$ cat src/sv/rbd_pkg.sv
`default_nettype none
// ---------------------------------------------------------------------------
// rbd_pkg: shared types and codes for the run-length bitmap decoder
// Commands, the front-to-back queue entry and the result beat.
// ---------------------------------------------------------------------------
package rbd_pkg;

    typedef enum logic [1:0] {
        CMD_START = 2'd0,
        CMD_BYTE  = 2'd1,
        CMD_STEP  = 2'd2,
        CMD_NOP   = 2'd3
    } t_cmd;

    // One input beat as the front part hands it to the back part.
    typedef struct packed {
        t_cmd        cmd;
        logic [7:0]  data_byte;
        logic [15:0] pos_x;
        logic [15:0] pos_y;
        logic        draw_color;
        logic        mirror_image;
    } t_item;

    // One result beat.
    typedef struct packed {
        logic       upper_valid;
        logic [9:0] upper_index;
        logic [7:0] upper_value;
        logic       lower_valid;
        logic [9:0] lower_index;
        logic [7:0] lower_value;
        logic       set_mode;
        logic       need_byte;
        logic       finished;
    } t_result;

endpackage
`default_nettype wire

$ cat src/sv/rbd_if.sv
`default_nettype none
// ---------------------------------------------------------------------------
// rbd_in_if / rbd_out_if: valid-ready channels of the bitmap decoder
// Each carries valid, ready and one payload beat.
// ---------------------------------------------------------------------------
interface rbd_in_if;
    logic        valid;
    logic        ready;
    logic [1:0]  command;
    logic [7:0]  data_byte;
    logic [15:0] pos_x;
    logic [15:0] pos_y;
    logic        draw_color;
    logic        mirror_image;

    modport source (output valid, command, data_byte, pos_x, pos_y, draw_color,
                    mirror_image, input ready);
    modport sink (input valid, command, data_byte, pos_x, pos_y, draw_color,
                  mirror_image, output ready);
endinterface

interface rbd_out_if;
    logic       valid;
    logic       ready;
    logic       upper_valid;
    logic [9:0] upper_index;
    logic [7:0] upper_value;
    logic       lower_valid;
    logic [9:0] lower_index;
    logic [7:0] lower_value;
    logic       set_mode;
    logic       need_byte;
    logic       finished;

    modport source (output valid, upper_valid, upper_index, upper_value, lower_valid,
                    lower_index, lower_value, set_mode, need_byte, finished,
                    input ready);
    modport sink (input valid, upper_valid, upper_index, upper_value, lower_valid,
                  lower_index, lower_value, set_mode, need_byte, finished,
                  output ready);
endinterface
`default_nettype wire

$ cat src/sv/rle_bitmap_decode_blit.sv
`default_nettype none
// ---------------------------------------------------------------------------
// rle_bitmap_decode_blit: run-length 1-bit bitmap decoder for a paged display
// Front accepts beats into a queue; the back engine decodes and emits writes.
// ---------------------------------------------------------------------------
// Every input beat (start, byte or step) yields exactly one result beat. The
// block takes one beat per cycle while the output does not stall: a two-entry
// queue in front of the decode engine plus a result register behind it let
// input and output stall independently. An accepted beat is held in the queue
// and then in the result register.
module rle_bitmap_decode_blit #(
    parameter int SCREEN_WIDTH  = 128,
    parameter int SCREEN_HEIGHT = 64
) (
    input wire         i_clk,
    input wire         i_rst_n,
    rbd_in_if.sink     i_in,
    rbd_out_if.source  o_out
);
    import rbd_pkg::*;

    t_item   in_item, q_item;
    t_result res;
    logic    q_full, q_valid, q_pop, push;

    // Front: classify the raw command and accept while the queue has room.
    always_comb begin
        in_item.cmd          = t_cmd'(i_in.command);
        in_item.data_byte    = i_in.data_byte;
        in_item.pos_x        = i_in.pos_x;
        in_item.pos_y        = i_in.pos_y;
        in_item.draw_color   = i_in.draw_color;
        in_item.mirror_image = i_in.mirror_image;
    end
    assign i_in.ready = !q_full;
    assign push       = i_in.valid && !q_full;

    rbd_queue u_queue (
        .i_clk(i_clk), .i_rst_n(i_rst_n), .i_push(push), .i_item(in_item),
        .o_full(q_full), .o_valid(q_valid), .i_pop(q_pop), .o_item(q_item)
    );

    rbd_back #(.SCREEN_WIDTH(SCREEN_WIDTH), .SCREEN_HEIGHT(SCREEN_HEIGHT)) u_back (
        .i_clk(i_clk), .i_rst_n(i_rst_n), .i_valid(q_valid), .i_item(q_item),
        .o_pop(q_pop), .o_valid(o_out.valid), .o_res(res), .i_ready(o_out.ready)
    );

    assign o_out.upper_valid = res.upper_valid;
    assign o_out.upper_index = res.upper_index;
    assign o_out.upper_value = res.upper_value;
    assign o_out.lower_valid = res.lower_valid;
    assign o_out.lower_index = res.lower_index;
    assign o_out.lower_value = res.lower_value;
    assign o_out.set_mode    = res.set_mode;
    assign o_out.need_byte   = res.need_byte;
    assign o_out.finished    = res.finished;

    // A pop never happens from an empty queue.
    a_pop_nonempty: assert property (@(posedge i_clk) disable iff (!i_rst_n)
        q_pop |-> q_valid) else $error("pop from empty queue");

    // A stalled result beat holds its payload.
    a_res_hold: assert property (@(posedge i_clk) disable iff (!i_rst_n)
        o_out.valid && !o_out.ready |=> $stable(res)) else $error("result changed");

    // A step result never reports both a stall and a write.
    a_need_no_write: assert property (@(posedge i_clk) disable iff (!i_rst_n)
        o_out.valid && res.need_byte |-> !res.upper_valid && !res.lower_valid)
        else $error("write on stalled step");
endmodule
`default_nettype wire

$ cat src/sv/rbd_queue.sv
`default_nettype none
// ---------------------------------------------------------------------------
// rbd_queue: two-entry queue between the front and the back part
// Full-rate flow: a beat may enter while another leaves in the same cycle.
// ---------------------------------------------------------------------------
module rbd_queue (
    input  wire            i_clk,
    input  wire            i_rst_n,
    input  wire            i_push,
    input  rbd_pkg::t_item i_item,
    output logic           o_full,
    output logic           o_valid,
    input  wire            i_pop,
    output rbd_pkg::t_item o_item
);
    import rbd_pkg::*;

    t_item      r_mem [2];
    logic       r_wp;
    logic       r_rp;
    logic [1:0] r_cnt;

    assign o_full  = (r_cnt == 2'd2);
    assign o_valid = (r_cnt != 2'd0);
    assign o_item  = r_mem[r_rp];

    // Pointers and fill count.
    always_ff @(posedge i_clk) begin
        if (!i_rst_n) begin
            r_wp  <= 1'b0;
            r_rp  <= 1'b0;
            r_cnt <= 2'd0;
        end else begin
            if (i_push) r_wp <= ~r_wp;
            if (i_pop)  r_rp <= ~r_rp;
            r_cnt <= r_cnt + {1'b0, i_push} - {1'b0, i_pop};
        end
    end

    // Storage.
    always_ff @(posedge i_clk) begin
        if (i_push) r_mem[r_wp] <= i_item;
    end
endmodule
`default_nettype wire

$ cat src/sv/rbd_back.sv
`default_nettype none
// ---------------------------------------------------------------------------
// rbd_back: decode engine of the bitmap decoder
// Executes one queued beat per cycle while its result register is free or drains, and registers its result beat.
// ---------------------------------------------------------------------------
module rbd_back #(
    parameter int SCREEN_WIDTH  = 128,
    parameter int SCREEN_HEIGHT = 64
) (
    input  wire              i_clk,
    input  wire              i_rst_n,
    input  wire              i_valid,
    input  rbd_pkg::t_item   i_item,
    output logic             o_pop,
    output logic             o_valid,
    output rbd_pkg::t_result o_res,
    input  wire              i_ready
);
    import rbd_pkg::*;

    localparam int Pages = SCREEN_HEIGHT / 8;

    typedef enum logic [2:0] {
        PH_IDLE, PH_HDR_W, PH_HDR_H, PH_HDR_C, PH_PREFIX, PH_LEN, PH_SPAN, PH_DONE
    } t_phase;

    t_phase      r_phase, n_phase;
    logic [7:0]  r_mask, n_mask, r_sbyte, n_sbyte;
    logic [4:0]  r_fcnt, n_fcnt, r_clen, n_clen;
    logic [15:0] r_fval, n_fval;
    logic [8:0]  r_w, n_w, r_h, n_h, r_col, n_col;
    logic        r_scol, n_scol;
    logic [16:0] r_left, n_left;
    logic [7:0]  r_pk, n_pk, r_pbit, n_pbit;
    logic [5:0]  r_row, n_row;
    logic signed [13:0] r_page, n_page;
    logic [2:0]  r_shift, n_shift;
    logic signed [15:0] r_ox, n_ox;
    logic [1:0]  r_flags, n_flags;
    logic        r_ovalid;
    t_result     r_res, n_res;

    logic        go, b;
    logic [7:0]  pk_new;
    logic [6:0]  rows;
    logic signed [17:0] brow, col, sy;
    logic [3:0]  inv_sh;

    // The engine advances whenever a beat is queued and the result register is free or drains.
    assign go    = i_valid && (!r_ovalid || i_ready);
    assign o_pop = go;
    assign o_valid = r_ovalid;
    assign o_res   = r_res;

    assign b      = |(r_sbyte & r_mask);
    assign pk_new = r_scol ? (r_pk | r_pbit) : r_pk;
    assign rows   = 7'((10'(r_h) + 10'd7) >> 3);
    assign brow   = 18'(r_page) + 18'(r_row);
    assign col    = 18'(r_ox) + 18'(r_col);
    assign sy     = 18'(r_page) * 18'sd8 + 18'(r_shift);
    assign inv_sh = 4'd8 - 4'(r_shift);

    // Next-state logic for one beat.
    always_comb begin
        n_phase = r_phase; n_mask = r_mask; n_sbyte = r_sbyte; n_fcnt = r_fcnt;
        n_clen = r_clen; n_fval = r_fval; n_w = r_w; n_h = r_h; n_col = r_col;
        n_scol = r_scol; n_left = r_left; n_pk = r_pk; n_pbit = r_pbit;
        n_row = r_row; n_page = r_page; n_shift = r_shift; n_ox = r_ox;
        n_flags = r_flags;
        n_res = '0;
        case (i_item.cmd)
            CMD_START: begin
                n_ox    = signed'(i_item.pos_x);
                n_shift = i_item.pos_y[2:0];
                // Truncating division of (y - y mod 8) is exact: arithmetic shift.
                n_page  = 14'(signed'(i_item.pos_y) >>> 3);
                n_flags = {i_item.mirror_image, i_item.draw_color};
                n_mask = '0; n_sbyte = '0; n_fcnt = '0; n_fval = '0; n_clen = 5'd1;
                n_pk = '0; n_pbit = 8'd1; n_col = '0; n_row = '0;
                n_left = '0; n_scol = 1'b0;
                n_phase = PH_HDR_W;
            end
            CMD_BYTE: begin
                n_sbyte = i_item.data_byte;
                n_mask  = 8'd1;
            end
            CMD_STEP: begin
                case (r_phase)
                    PH_DONE: n_res.finished = 1'b1;
                    PH_HDR_W, PH_HDR_H, PH_HDR_C, PH_PREFIX, PH_LEN: begin
                        if (r_mask == 8'd0) begin
                            n_res.need_byte = 1'b1;
                        end else begin
                            n_mask = r_mask << 1;
                            case (r_phase)
                                PH_HDR_W, PH_HDR_H: begin
                                    n_fval = r_fval | (16'(b) << r_fcnt[3:0]);
                                    n_fcnt = r_fcnt + 5'd1;
                                    if (r_fcnt == 5'd7) begin
                                        if (r_phase == PH_HDR_W) n_w = 9'(n_fval[7:0]) + 9'd1;
                                        else n_h = 9'(n_fval[7:0]) + 9'd1;
                                        n_fval = '0; n_fcnt = '0;
                                        n_phase = (r_phase == PH_HDR_W) ? PH_HDR_H : PH_HDR_C;
                                    end
                                end
                                PH_HDR_C: begin
                                    n_scol = b;
                                    if (18'(r_ox) + signed'(18'(r_w)) < 18'sd0
                                        || r_ox > 16'(SCREEN_WIDTH - 1)
                                        || sy + signed'(18'(r_h)) < 18'sd0
                                        || sy > 18'(SCREEN_HEIGHT - 1)) begin
                                        n_phase = PH_DONE;
                                        n_res.finished = 1'b1;
                                    end else begin
                                        n_col = r_flags[1] ? r_w - 9'd1 : 9'd0;
                                        n_row = '0; n_pk = '0; n_pbit = 8'd1;
                                        n_clen = 5'd1;
                                        n_phase = PH_PREFIX;
                                    end
                                end
                                PH_PREFIX: begin
                                    if (!b) begin
                                        n_clen = (r_clen >= 5'd29) ? 5'd31 : r_clen + 5'd2;
                                    end else begin
                                        n_fval = '0; n_fcnt = '0;
                                        n_phase = PH_LEN;
                                    end
                                end
                                default: begin
                                    if (!r_fcnt[4]) n_fval = r_fval | (16'(b) << r_fcnt[3:0]);
                                    n_fcnt = r_fcnt + 5'd1;
                                    if (n_fcnt >= r_clen) begin
                                        n_left = 17'(n_fval) + 17'd1;
                                        n_phase = PH_SPAN;
                                    end
                                end
                            endcase
                        end
                    end
                    PH_SPAN: begin
                        n_pk   = pk_new;
                        n_pbit = r_pbit << 1;
                        if (r_pbit[7]) begin
                            // Clipped writes to this page and the page below.
                            if (brow <= 18'(Pages - 1) && brow > -18'sd2 && col >= 0
                                && col <= 18'(SCREEN_WIDTH - 1)) begin
                                if (brow >= 0) begin
                                    n_res.upper_valid = 1'b1;
                                    n_res.upper_index = 10'(brow * 18'(SCREEN_WIDTH) + col);
                                    n_res.upper_value = pk_new << r_shift;
                                end
                                if (r_shift != 3'd0 && brow < 18'(Pages - 1)) begin
                                    n_res.lower_valid = 1'b1;
                                    n_res.lower_index =
                                        10'((brow + 18'sd1) * 18'(SCREEN_WIDTH) + col);
                                    n_res.lower_value = pk_new >> inv_sh;
                                end
                            end
                            if (!r_flags[1]) begin
                                if (r_col + 9'd1 >= r_w) begin
                                    n_col = '0; n_row = r_row + 6'd1;
                                end else n_col = r_col + 9'd1;
                            end else if (r_col == 9'd0) begin
                                n_col = r_w - 9'd1; n_row = r_row + 6'd1;
                            end else n_col = r_col - 9'd1;
                            n_pk = '0; n_pbit = 8'd1;
                        end
                        n_left = r_left - 17'd1;
                        if (7'(n_row) >= rows) begin
                            n_phase = PH_DONE;
                            n_res.finished = 1'b1;
                        end else if (n_left == 17'd0) begin
                            n_scol = ~r_scol;
                            n_clen = 5'd1;
                            n_phase = PH_PREFIX;
                        end
                    end
                    default: ;
                endcase
            end
            default: ;
        endcase
        n_res.set_mode = n_flags[0];
    end

    // Decoder state and result register.
    always_ff @(posedge i_clk) begin
        if (!i_rst_n) begin
            r_phase <= PH_IDLE; r_mask <= '0; r_sbyte <= '0; r_fcnt <= '0;
            r_clen <= 5'd1; r_fval <= '0; r_w <= '0; r_h <= '0; r_col <= '0;
            r_scol <= 1'b0; r_left <= '0; r_pk <= '0; r_pbit <= 8'd1; r_row <= '0;
            r_page <= '0; r_shift <= '0; r_ox <= '0; r_flags <= '0;
            r_ovalid <= 1'b0;
        end else begin
            if (go) begin
                r_phase <= n_phase; r_mask <= n_mask; r_sbyte <= n_sbyte;
                r_fcnt <= n_fcnt; r_clen <= n_clen; r_fval <= n_fval; r_w <= n_w;
                r_h <= n_h; r_col <= n_col; r_scol <= n_scol; r_left <= n_left;
                r_pk <= n_pk; r_pbit <= n_pbit; r_row <= n_row; r_page <= n_page;
                r_shift <= n_shift; r_ox <= n_ox; r_flags <= n_flags;
                r_ovalid <= 1'b1;
            end else if (i_ready) begin
                r_ovalid <= 1'b0;
            end
        end
    end

    always_ff @(posedge i_clk) begin
        if (go) r_res <= n_res;
    end
endmodule
`default_nettype wire
$ cat src/flat_wrapper.sv
// flat-port wrapper written by rule: the top's interface ports become plain ports
module rle_bitmap_decode_blit_flat import rbd_pkg::*;
#(
    parameter int SCREEN_WIDTH  = 128,
    parameter int SCREEN_HEIGHT = 64
)
  (i_clk, i_rst_n, i_in_valid, i_in_command, i_in_data_byte, i_in_pos_x, i_in_pos_y, i_in_draw_color, i_in_mirror_image, i_in_ready, o_out_valid, o_out_upper_valid, o_out_upper_index, o_out_upper_value, o_out_lower_valid, o_out_lower_index, o_out_lower_value, o_out_set_mode, o_out_need_byte, o_out_finished, o_out_ready);
  rbd_in_if i_in_i ();
  rbd_out_if o_out_i ();
  input wire i_clk;
  input wire i_rst_n;
  input wire logic [$bits(i_in_i.valid)-1:0] i_in_valid;
  input wire logic [$bits(i_in_i.command)-1:0] i_in_command;
  input wire logic [$bits(i_in_i.data_byte)-1:0] i_in_data_byte;
  input wire logic [$bits(i_in_i.pos_x)-1:0] i_in_pos_x;
  input wire logic [$bits(i_in_i.pos_y)-1:0] i_in_pos_y;
  input wire logic [$bits(i_in_i.draw_color)-1:0] i_in_draw_color;
  input wire logic [$bits(i_in_i.mirror_image)-1:0] i_in_mirror_image;
  output wire logic [$bits(i_in_i.ready)-1:0] i_in_ready;
  output wire logic [$bits(o_out_i.valid)-1:0] o_out_valid;
  output wire logic [$bits(o_out_i.upper_valid)-1:0] o_out_upper_valid;
  output wire logic [$bits(o_out_i.upper_index)-1:0] o_out_upper_index;
  output wire logic [$bits(o_out_i.upper_value)-1:0] o_out_upper_value;
  output wire logic [$bits(o_out_i.lower_valid)-1:0] o_out_lower_valid;
  output wire logic [$bits(o_out_i.lower_index)-1:0] o_out_lower_index;
  output wire logic [$bits(o_out_i.lower_value)-1:0] o_out_lower_value;
  output wire logic [$bits(o_out_i.set_mode)-1:0] o_out_set_mode;
  output wire logic [$bits(o_out_i.need_byte)-1:0] o_out_need_byte;
  output wire logic [$bits(o_out_i.finished)-1:0] o_out_finished;
  input wire logic [$bits(o_out_i.ready)-1:0] o_out_ready;
  assign i_in_i.valid = i_in_valid;
  assign i_in_i.command = i_in_command;
  assign i_in_i.data_byte = i_in_data_byte;
  assign i_in_i.pos_x = i_in_pos_x;
  assign i_in_i.pos_y = i_in_pos_y;
  assign i_in_i.draw_color = i_in_draw_color;
  assign i_in_i.mirror_image = i_in_mirror_image;
  assign i_in_ready = i_in_i.ready;
  assign o_out_valid = o_out_i.valid;
  assign o_out_upper_valid = o_out_i.upper_valid;
  assign o_out_upper_index = o_out_i.upper_index;
  assign o_out_upper_value = o_out_i.upper_value;
  assign o_out_lower_valid = o_out_i.lower_valid;
  assign o_out_lower_index = o_out_i.lower_index;
  assign o_out_lower_value = o_out_i.lower_value;
  assign o_out_set_mode = o_out_i.set_mode;
  assign o_out_need_byte = o_out_i.need_byte;
  assign o_out_finished = o_out_i.finished;
  assign o_out_i.ready = o_out_ready;
  rle_bitmap_decode_blit #(.SCREEN_WIDTH(SCREEN_WIDTH), .SCREEN_HEIGHT(SCREEN_HEIGHT)) u_core (.i_clk(i_clk), .i_rst_n(i_rst_n), .i_in(i_in_i), .o_out(o_out_i));
endmodule
$ cat config.mk
export PLATFORM = sky130hd
export DESIGN_NAME = rle_bitmap_decode_blit_flat
export DESIGN_NICKNAME = d
export VERILOG_FILES = /design/src/sv/rbd_pkg.sv /design/src/sv/rbd_if.sv /design/src/sv/rle_bitmap_decode_blit.sv /design/src/sv/rbd_queue.sv /design/src/sv/rbd_back.sv /design/src/flat_wrapper.sv
export SDC_FILE = /design/constraint.sdc
export NUM_CORES = 1
export LEC_CHECK = 0
export BUFFER_PORTS_ARGS = -buffer_cell sky130_fd_sc_hd__buf_2
export CAP_MARGIN = 15
export CORE_MARGIN = 2
export CORE_UTILIZATION = 39
export DETAILED_ROUTE_END_ITERATION = 12
export PLACE_DENSITY = 0.57
export REMOVE_ABC_BUFFERS = 1
export SLEW_MARGIN = 20
export SYNTH_ARGS = -nofsm -noshare
export SYNTH_HDL_FRONTEND = slang
export SYNTH_SLANG_ARGS = --single-unit
$ cat constraint.sdc
create_clock -name i_clk -period 5.3 [get_ports i_clk]
set_input_delay 1.06 -clock i_clk [delete_from_list [all_inputs] [get_ports i_clk]]
set_output_delay 1.06 -clock i_clk [all_outputs]
set_load 0.01 [all_outputs]
# ---- Yosys cells after proc, flatten, opt, wreduce, memory -nomap -nowiden
# Memories as Yosys holds them, arrays and structs flattened. A register that Yosys moved wholly into a read port is not among the register bits.
# Cells that the tools add are included.
dict set report totals {
  mem_count 1
  word_cells 253
  register_bits 192
  out_inout_bits 43
  mem_bits_rw 88
}
# memory depth word_bits read_ports rd_ports_with_merged_regs write_ports line_no
set memory_table {}
lappend memory_table {u_core.u_queue.r_mem 2 44 1 1 1 rbd_queue.sv:18} ;# t_item r_mem [2];
dict set report op_classes {
  n_reduce_logical 42
  n_bitwise 8
  mux 101
  shift 3
  eq_ne 31
  n_addsub 21
  magnitude_cmp 14
}
# cell n
set ops {}
lappend ops {{$mux 16} 9}
lappend ops {{$mux 8} 11}
lappend ops {{$pmux 8 s2} 5}
lappend ops {{$mux 9} 8}
lappend ops {{$pmux 17 s2} 2}
lappend ops {{$mux 6} 9}
lappend ops {{$mux 17} 3}
lappend ops {{$mux 5} 10}
lappend ops {{$pmux 16 s3} 1}
lappend ops {{$pmux 5 s2} 4}
lappend ops {{$mux 19} 2}
lappend ops {{$pmux 9 s2} 2}
lappend ops {{$add 16x10->17} 2}
lappend ops {{$pmux 16 s2} 1}
lappend ops {{$reduce_and 7->1} 4}
lappend ops {{$ne 3x3->1 const B} 9}
lappend ops {{$ne 4x4->1 const B} 6}
lappend ops {{$pmux 6 s2} 2}
lappend ops {{$pmux 8 s3} 1}
lappend ops {{$add 10x10->10} 2}
lappend ops {{$add 17x10->18} 1}
lappend ops {{$lt 18x1->1 const B} 1}
lappend ops {{$mux 3} 6}
lappend ops {{$reduce_and 6->1} 3}
lappend ops {{70 further kinds} 116}

# ---- Logic depth before layout (Yosys ltp)
# Gate-level depths: netlist of run 1.
dict set report depth {
  ltp_word 15
  depth_mapped 22
}

# ---- By module
# From an unflattened synthesis of run 1, not the netlist that was laid out.
dict set report hier_totals {
  cells_unflattened 1686
  hier_area_um2 15688.8
}
# module instances area_each_um2 seq_area_each_um2 cells_each
set by_module_without_submodules {}
lappend by_module_without_submodules {rbd_back 1 12071.6 4174.0 1526}
lappend by_module_without_submodules {rbd_queue 1 3607.2 2742.6 158}
lappend by_module_without_submodules {rle_bitmap_decode_blit 1 10.0 0.0 2}

# ---- Worst setup path after synthesis of run 1
# Ideal clock, no wire load.
dict set report synth_timing {
  kind {reg2reg}
  from {register u_core.u_back.r_col[2]}
  to {register u_core.u_back.r_scol}
  setup_ps 74
  period_less_slack_ps 4884
  path_buffers 2
  path_stages_with_launch 22
  slack_ps 416
  arrival_time_ps 4810
  required_ps 5226
  path_cell_list {dfxtp_1 clkbuf_1 and3_1 and3_1 nand3_1 xnor2_1 ha_1 o21a_1 o21ai_0 o21ai_0 a21oi_1 clkbuf_1 nor2_1 mux2_2 ha_1 or3b_2 o211ai_1 a21oi_1 o31a_1 o31a_1 or4_1 a31oi_1}
}
dict set report synth_via {
  elab_chain_len 10
  elab_cells_between_ends 12
  cone_classes {add/sub (1); order compare (2); eq/ne (1); mux (6); reduce/logical (2)}
}
# element line_no
set synth_lines {}
lappend synth_lines {{start, declared} rbd_back.sv:31} ;# logic [8:0] r_w, n_w, r_h, n_h, r_col, n_col;
lappend synth_lines {{start signal, assigned} rbd_back.sv:198} ;# r_h <= n_h; r_col <= n_col; r_scol <= n_scol; r_left <= n_left;
lappend synth_lines {{$add 9x1->9} rbd_back.sv:160} ;# if (r_col + 9'd1 >= r_w) begin
lappend synth_lines {{$ge 9x9->1} rbd_back.sv:160}
lappend synth_lines {{$mux 6} rbd_back.sv:160}
lappend synth_lines {{$mux 6 *} rbd_back.sv:159} ;# if (!r_flags[1]) begin
lappend synth_lines {{$mux 6 *} rbd_back.sv:143} ;# if (r_pbit[7]) begin
lappend synth_lines {{$mux 6 *} rbd_back.sv:88} ;# case (r_phase)
lappend synth_lines {{$mux 6 *} rbd_back.sv:71} ;# case (i_item.cmd)
lappend synth_lines {{$ge 6x7->1 *} rbd_back.sv:169} ;# if (7'(n_row) >= rows) begin
lappend synth_lines {{$ne 3x3->1 (no source line) *} -}
lappend synth_lines {{$reduce_and 7->1 (no source line) *} -}
lappend synth_lines {{end signal, assigned} rbd_back.sv:198}
lappend synth_lines {{end, declared} rbd_back.sv:32} ;# logic r_scol, n_scol;
# Every way passes the cells marked *; elsewhere a longest branch is shown, timed or not. The select of a mux whose other input is x is not followed.
# A chain may end at the register's enable or synchronous reset.

# ---- Final worst setup path of run 1
dict set report layout_timing {
  from {register u_core.u_back.r_col[4]}
  to {register u_core.u_back.r_clen[2]}
}
dict set report layout_via {
  elab_chain_len 10
  elab_cells_between_ends 12
  cone_classes {add/sub (1); order compare (2); eq/ne (1); mux (6); reduce/logical (2)}
}
# element line_no
set layout_lines {}
lappend layout_lines {{$add 9x1->9} rbd_back.sv:160}
lappend layout_lines {{$ge 9x9->1} rbd_back.sv:160}
lappend layout_lines {{$mux 6} rbd_back.sv:160}
lappend layout_lines {{$mux 6 *} rbd_back.sv:159}
lappend layout_lines {{$mux 6 *} rbd_back.sv:143}
lappend layout_lines {{$mux 6 *} rbd_back.sv:88}
lappend layout_lines {{$mux 6 *} rbd_back.sv:71}
lappend layout_lines {{$ge 6x7->1 *} rbd_back.sv:169}
lappend layout_lines {{$ne 3x3->1 (no source line) *} -}
lappend layout_lines {{$reduce_and 9->1 (no source line) *} -}
lappend layout_lines {{end signal, assigned} rbd_back.sv:197} ;# r_fcnt <= n_fcnt; r_clen <= n_clen; r_fval <= n_fval; r_w <= n_w;
lappend layout_lines {{end, declared} rbd_back.sv:29} ;# logic [4:0] r_fcnt, n_fcnt, r_clen, n_clen;
# Marked as above.

==> metrics.csv, run 1 <==
metric;value;unit
status;completed;
first-pass iteration count of the detailed router;5;
Util after Layout;44.8;%
CP Launch Type;register;
met3 Use GR;2.68;%
via count;12400;
synthesis warning total;0;
layer carrying the most global-route usage;met2;
fin crit period;4.85;ns
starting DRC count in detailed routing;833;
Max-cap violations;0;
Syn-to-layout area delta;13.3;%
Placed Cells;2170;
f_max;0.206;GHz
Synth Area per Inst;9.36;um^2
antenna fix cells;0;
Die X;202;um
unrepaired setup endpoints after global routing;false;
hold_buf cts;0;
HPWL after detailed placement;27700;um
Pwr Density;437;nW/um^2
pin count of the biggest net entering global routing;83;
average wire per standard cell;17.4;um
Worst path max stage delay;0.47;ns
met2 usage;30.2;%
# fillers;3772;
Die H;202;um
most frequent cells in the layout;205 x nor2_1, 148 x dfxtp_1, 134 x a21oi_1;
CTS tree;built;
Placed Area;16200;um^2
Cell Area, Synth;15300;um^2
routability cong.;0.901;
Row Count;72;
Reg clk slew, reported paths;0.06;ns
ys async rst share;0;%
Crit Path Class;register to register;
Routed Antenna Nets;0;
relative slew slack;27.6;%
Mapped Cells;1631;
htree depth;2;
worst slew pin tran;1.08;ns
Total GRT Usage;19.1;%
met1 Usage GRT;26.3;%
Yosys reg bits;281;
Finish-stage setup viols;0;
Leak Pwr;0.00623;uW
Synth Flop Type;dfxtp_1;
CP max-delay cell;dfxtp_1;
Vias per Instance;5.57;
grt ovf;0;
Final Instance Area;17300;um^2
Nets;1811;
Worst Skew;0.0264;ns
VDD IR-drop max;0.374;mV
number of synthesized flops with an enable pin;129;
final WL;38800;um
DRC;0;
I/O pin count;91;
core outline area;38600;um^2
Critical Path Fanout Max;7;
vias in the first global route;11900;
Initial Util;39.5;%
total power;7560;uW
IO Port Bufs;90;
share of cells above drive strength 1;11.7;%
Root Buffer;clkbuf_16;
Layout Cells excl Fill;2231;
clock sinks;281;
Hold WS;0.450;ns
post-synthesis cell type count;83;
Final period util;91.5;%
die area;40700;um^2
Num CTS Buffers;34;
sequential area share after synthesis;45.3;%
global-route wire length before repair;63000;um
clk_lat worst skew;0.54;ns
Worst Hold Class;register to register;
Worst Setup End Kind;register;
initial antenna violation count;0;
Max clock buf depth;3;
Slew Viols, Final;0;
CP required;5.69;ns
crit path DAT;5.24;ns
Cell Chain, Critical Path;and3_1, and3_1, nand3_1, xnor2_1, ha_1, o21a_1, o21ai_0, o21ai_0, a21oi_1, nor2_2, mux2_2, ha_1, or3b_2, o211ai_1, a21oi_1, o31a_1, o31a_1, a41oi_4, mux2i_1, nor2_1;
Final Hold Fails;0;
Setup Fix Bufs, Post-CTS;0;
leading cell type in the layout, fill and taps excluded;nor2_1;
## stage by stage
stage               setup WS, ns  TNS (ns)
floorplan                 -0.636    -20.81
global placement           0.417         0
detailed placement         0.343         0
CTS                        0.334         0
global route              0.0210         0
finish                     0.448         0
## logic make-up (layout without fill, tap and decap cells)
kind of cell,after synthesis,count (layout),share of synthesized area [%]
AND/OR/NAND/NOR,585,585,18.6
multiplexers,58,58,3.93
buffers and inverters,132,214,3.35
AO/OA/AOI/OAI,423,423,18.0
XOR/XNOR,77,77,4.42
adder cells (fa/ha/maj),75,75,6.35
flip-flops,281,281,45.3
## timing repair
action | CTS | global route
hold endpoints to repair | 0 | 0
endpoints found under the setup margin | 0 | 5
gates resized for setup | 0 | 4
## path summary, 6_finish.rpt
path,startpoint,endpoint,slack (ns),depth (start not counted)
setup reg to reg,u_core.u_back.r_col[4],u_core.u_back.r_clen[2],0.45,20
setup / recovery,u_core.u_back.r_col[4],u_core.u_back.r_clen[2],0.45,20
hold reg to reg,u_core.u_back.r_fval[15],u_core.u_back.r_fval[15],0.45,2
hold / removal,u_core.u_back.r_fval[15],u_core.u_back.r_fval[15],0.45,2
## where the power goes
group | internal, uW | leakage, uW | switching [uW]
Clock | 1380 | 0.000525 | 922
Combinational | 815 | 0.00324 | 1440
Sequential | 2670 | 0.00246 | 337
## layout make-up
class / instances / area [um^2] / area share [%]
sequential: 281 / 6920 / 40.0
tap: 518 / 648 / 3.75
clock inverter: 16 / 166 / 0.962
inverter: 43 / 163 / 0.940
multi-input combinational: 1218 / 7870 / 45.5
timing repair buffer: 110 / 601 / 3.47
clock buffer: 45 / 923 / 5.34
## per-layer routing
metal	vias to the layer above	share of wire (%)	wire length, um
li1	6175	-	-
met1	5843	47	18400
met2	335	45	17400
met3	74	4.8	1860
met4	0	3.0	1180
met5	-	0	0
## critical path: cells and delay by family (launching register included)
family	cells	cell delay [ns]
flops	1	0.47
fa+ha+maj	2	0.49
xor+xnor	1	0.26
compound gates	9	1.81
mux	2	0.51
simple gates	6	1.17
## synth_stat cells (all sizes together) (45+ instances only)
| library cell | instances | area [um^2] |
|---|---|---|
| a211oi | 51 | 383 |
| a21oi | 136 | 681 |
| clkbuf | 71 | 267 |
| dfxtp | 152 | 3040 |
| edfxtp | 129 | 3870 |
| ha | 71 | 888 |
| mux2i | 52 | 521 |
| nand2 | 123 | 462 |
| nand3 | 45 | 225 |
| nor2 | 208 | 783 |
| nor3 | 47 | 235 |
| o21ai | 60 | 300 |
## state kept, by name, indices dropped and copies added (netlist names), 5 cells and up, named ones only
name / count
u_core.u_back.r_row: 6
u_core.u_back.r_left: 17
u_core.u_back.r_pk: 8
u_core.u_back.r_fval: 16
u_core.u_back.r_clen: 5
u_core.u_back.r_col: 9
u_core.u_back.r_w: 9
u_core.u_back.r_pbit: 8
u_core.u_back.r_page: 13
u_core.u_back.r_sbyte: 8
u_core.u_back.r_fcnt: 5
u_core.u_back.r_h: 9
u_core.u_back.o_res: 41
u_core.u_back.r_mask: 8
u_core.u_queue.r_mem: 88
u_core.u_back.r_ox: 16
(Power assumes the default switching activity.)
==> run 2, diff against run 1 <==
Settings changed: RECOVER_POWER set to 50.
==> run 2 against run 1 <==
- the run now ends with capacitance limit, slew limit left
- sequential share of layout area grew 0.14 points
- register-to-register slack is essentially flat
- core utilization shrank 0.16 points
- non-clock buffer count is the same
- highest routed layer unchanged
==> metrics.csv, run 2 (synthesized netlist as in run 1, its figures left out) <==
metric;value;unit
CP Launch Type;register;
Num CTS Buffers;34;
# fillers;3784;
failing checks;capacitance limit, slew limit;
Top Layer Used;met4;
starting DRC count in detailed routing;873;
routability cong.;0.901;
most frequent cells in the layout;206 x nor2_1, 149 x dfxtp_1, 134 x a21oi_1;
Pwr Density;439;nW/um^2
Syn-to-layout area delta;12.9;%
area of the multi-input gates;7860;um^2
relative slew slack;-73.7;%
initial antenna violation count;0;
clk_lat worst skew;0.54;ns
I/O pin count;91;
leading cell type in the layout, fill and taps excluded;nor2_1;
Die H;202;um
M1 WL;18500;um
share of cells above drive strength 1;9.57;%
Util after Layout;44.6;%
average wire per standard cell;17.4;um
Slew Viols, Final;124;
HPWL after detailed placement;27700;um
DRC;0;
f_max;0.206;GHz
vias in the first global route;11900;
hold_buf cts;0;
Layout Cells excl Fill;2231;
met2 routed wirelength;17400;um
IO Port Bufs;90;
Final Hold Fails;0;
Routed Antenna Nets;0;
max reg flops;88;
Die X;202;um
WL met3;1840;um
final WL;38900;um
htree depth;2;
Row Count;72;
Cell Chain, Critical Path;and3_1, and3_1, nand3_1, xnor2_1, ha_1, o21a_1, o21ai_0, o21ai_0, a21oi_1, nor2_2, mux2_2, ha_1, or3b_2, o211ai_1, a21oi_1, o31a_1, o31a_1, a41oi_4, mux2i_1, nor2_1;
Critical Path Fanout Max;7;
global-route wire length before repair;63000;um
Leak Pwr;0.00613;uW
Vias per Instance;5.55;
grt ovf;0;
CTS tree;built;
unrepaired setup endpoints after global routing;false;
Root Buffer;clkbuf_16;
Worst Hold Class;register to register;
Reg clk slew, reported paths;0.06;ns
clock sinks;281;
Worst path max stage delay;0.47;ns
crit path DAT;5.24;ns
CP max-delay cell;dfxtp_1;
register area;6920;um^2
via count;12400;
worst slew pin tran;2.61;ns
Placed Cells;2170;
antenna fix cells;0;
total power;7570;uW
Max clock buf depth;3;
Max-cap violations;3;
Top reg by flops;u_core.u_queue.r_mem;
Total GRT Usage;19.1;%
CP required;5.69;ns
Final period util;91.5;%
Sum Neg Setup Slack;0;ns
core outline area;38600;um^2
Worst Skew;0.0241;ns
Finish-stage setup viols;0;
Nets;1811;
die area;40700;um^2
pin count of the biggest net entering global routing;83;
Initial Util;39.5;%
status;complete, but fails checks;
fin crit period;4.85;ns
Crit Path Class;register to register;
VDD IR-drop max;0.371;mV
first-pass iteration count of the detailed router;6;
Worst Setup End Kind;register;
-- run 2: report_power, final --
| part | leakage [uW] | total [uW] | switching [uW] | internal [uW] |
|---|---|---|---|---|
| clock | 0.000525 | 2300 | 924 | 1380 |
| combinational | 0.00314 | 2250 | 1440 | 802 |
| sequential | 0.00246 | 3020 | 337 | 2690 |
| total | 0.00613 | 7570 | 2710 | 4860 |
-- run 2: area by class of cell --
| class | count | share of cell area, % |
|---|---|---|
| Tap cell | 518 | 3.76 |
| Clock buffer | 45 | 5.36 |
| Inverter | 43 | 0.944 |
| Clock inverter | 16 | 0.966 |
| Multi-Input combinational cell | 1218 | 45.6 |
| Sequential cell | 281 | 40.2 |
| Timing Repair Buffer | 110 | 3.21 |
-- run 2: repair_timing --
item,4_1_cts,5_1_grt
setup endpoints to repair,0,5
buffers inserted,0,0
resized for setup,0,4
-- run 2: worst max-delay path, delay by kind of cell (launching register included) --
kind / cells / cell delay [ns]
compound gates: 9 / 1.81
simple gates: 6 / 1.17
mux: 2 / 0.51
fa+ha+maj: 2 / 0.49
flops: 1 / 0.47
xor+xnor: 1 / 0.26
-- run 2: worst paths after layout --
check / slack (ns) / startpoint / endpoint / cells past startpoint
worst min-delay path: 0.45 / u_core.u_back.r_fval[15] / u_core.u_back.r_fval[15] / 2
worst max register to register: 0.45 / u_core.u_back.r_col[4] / u_core.u_back.r_clen[2] / 20
worst min register to register: 0.45 / u_core.u_back.r_fval[15] / u_core.u_back.r_fval[15] / 2
worst max-delay path: 0.45 / u_core.u_back.r_col[4] / u_core.u_back.r_clen[2] / 20
-- run 2: through the flow --
step	setup slack (ns)	instance area [um^2]	hold WS [ns]
after floorplan	-0.636	14900	0.431
after global placement	0.417	16200	0.437
after detailed placement	0.343	16200	0.444
after CTS	0.334	17300	0.450
after global routing	0.0210	17200	0.493
final	0.448	17200	0.450
-- run 2: per-layer routing --
layer / track usage (%) / up-vias
li1: - / 6171
met1: 26.3 / 5817
met5: 0 / -
met4: 7.69 / 0
met3: 2.68 / 73
met2: 30.2 / 325
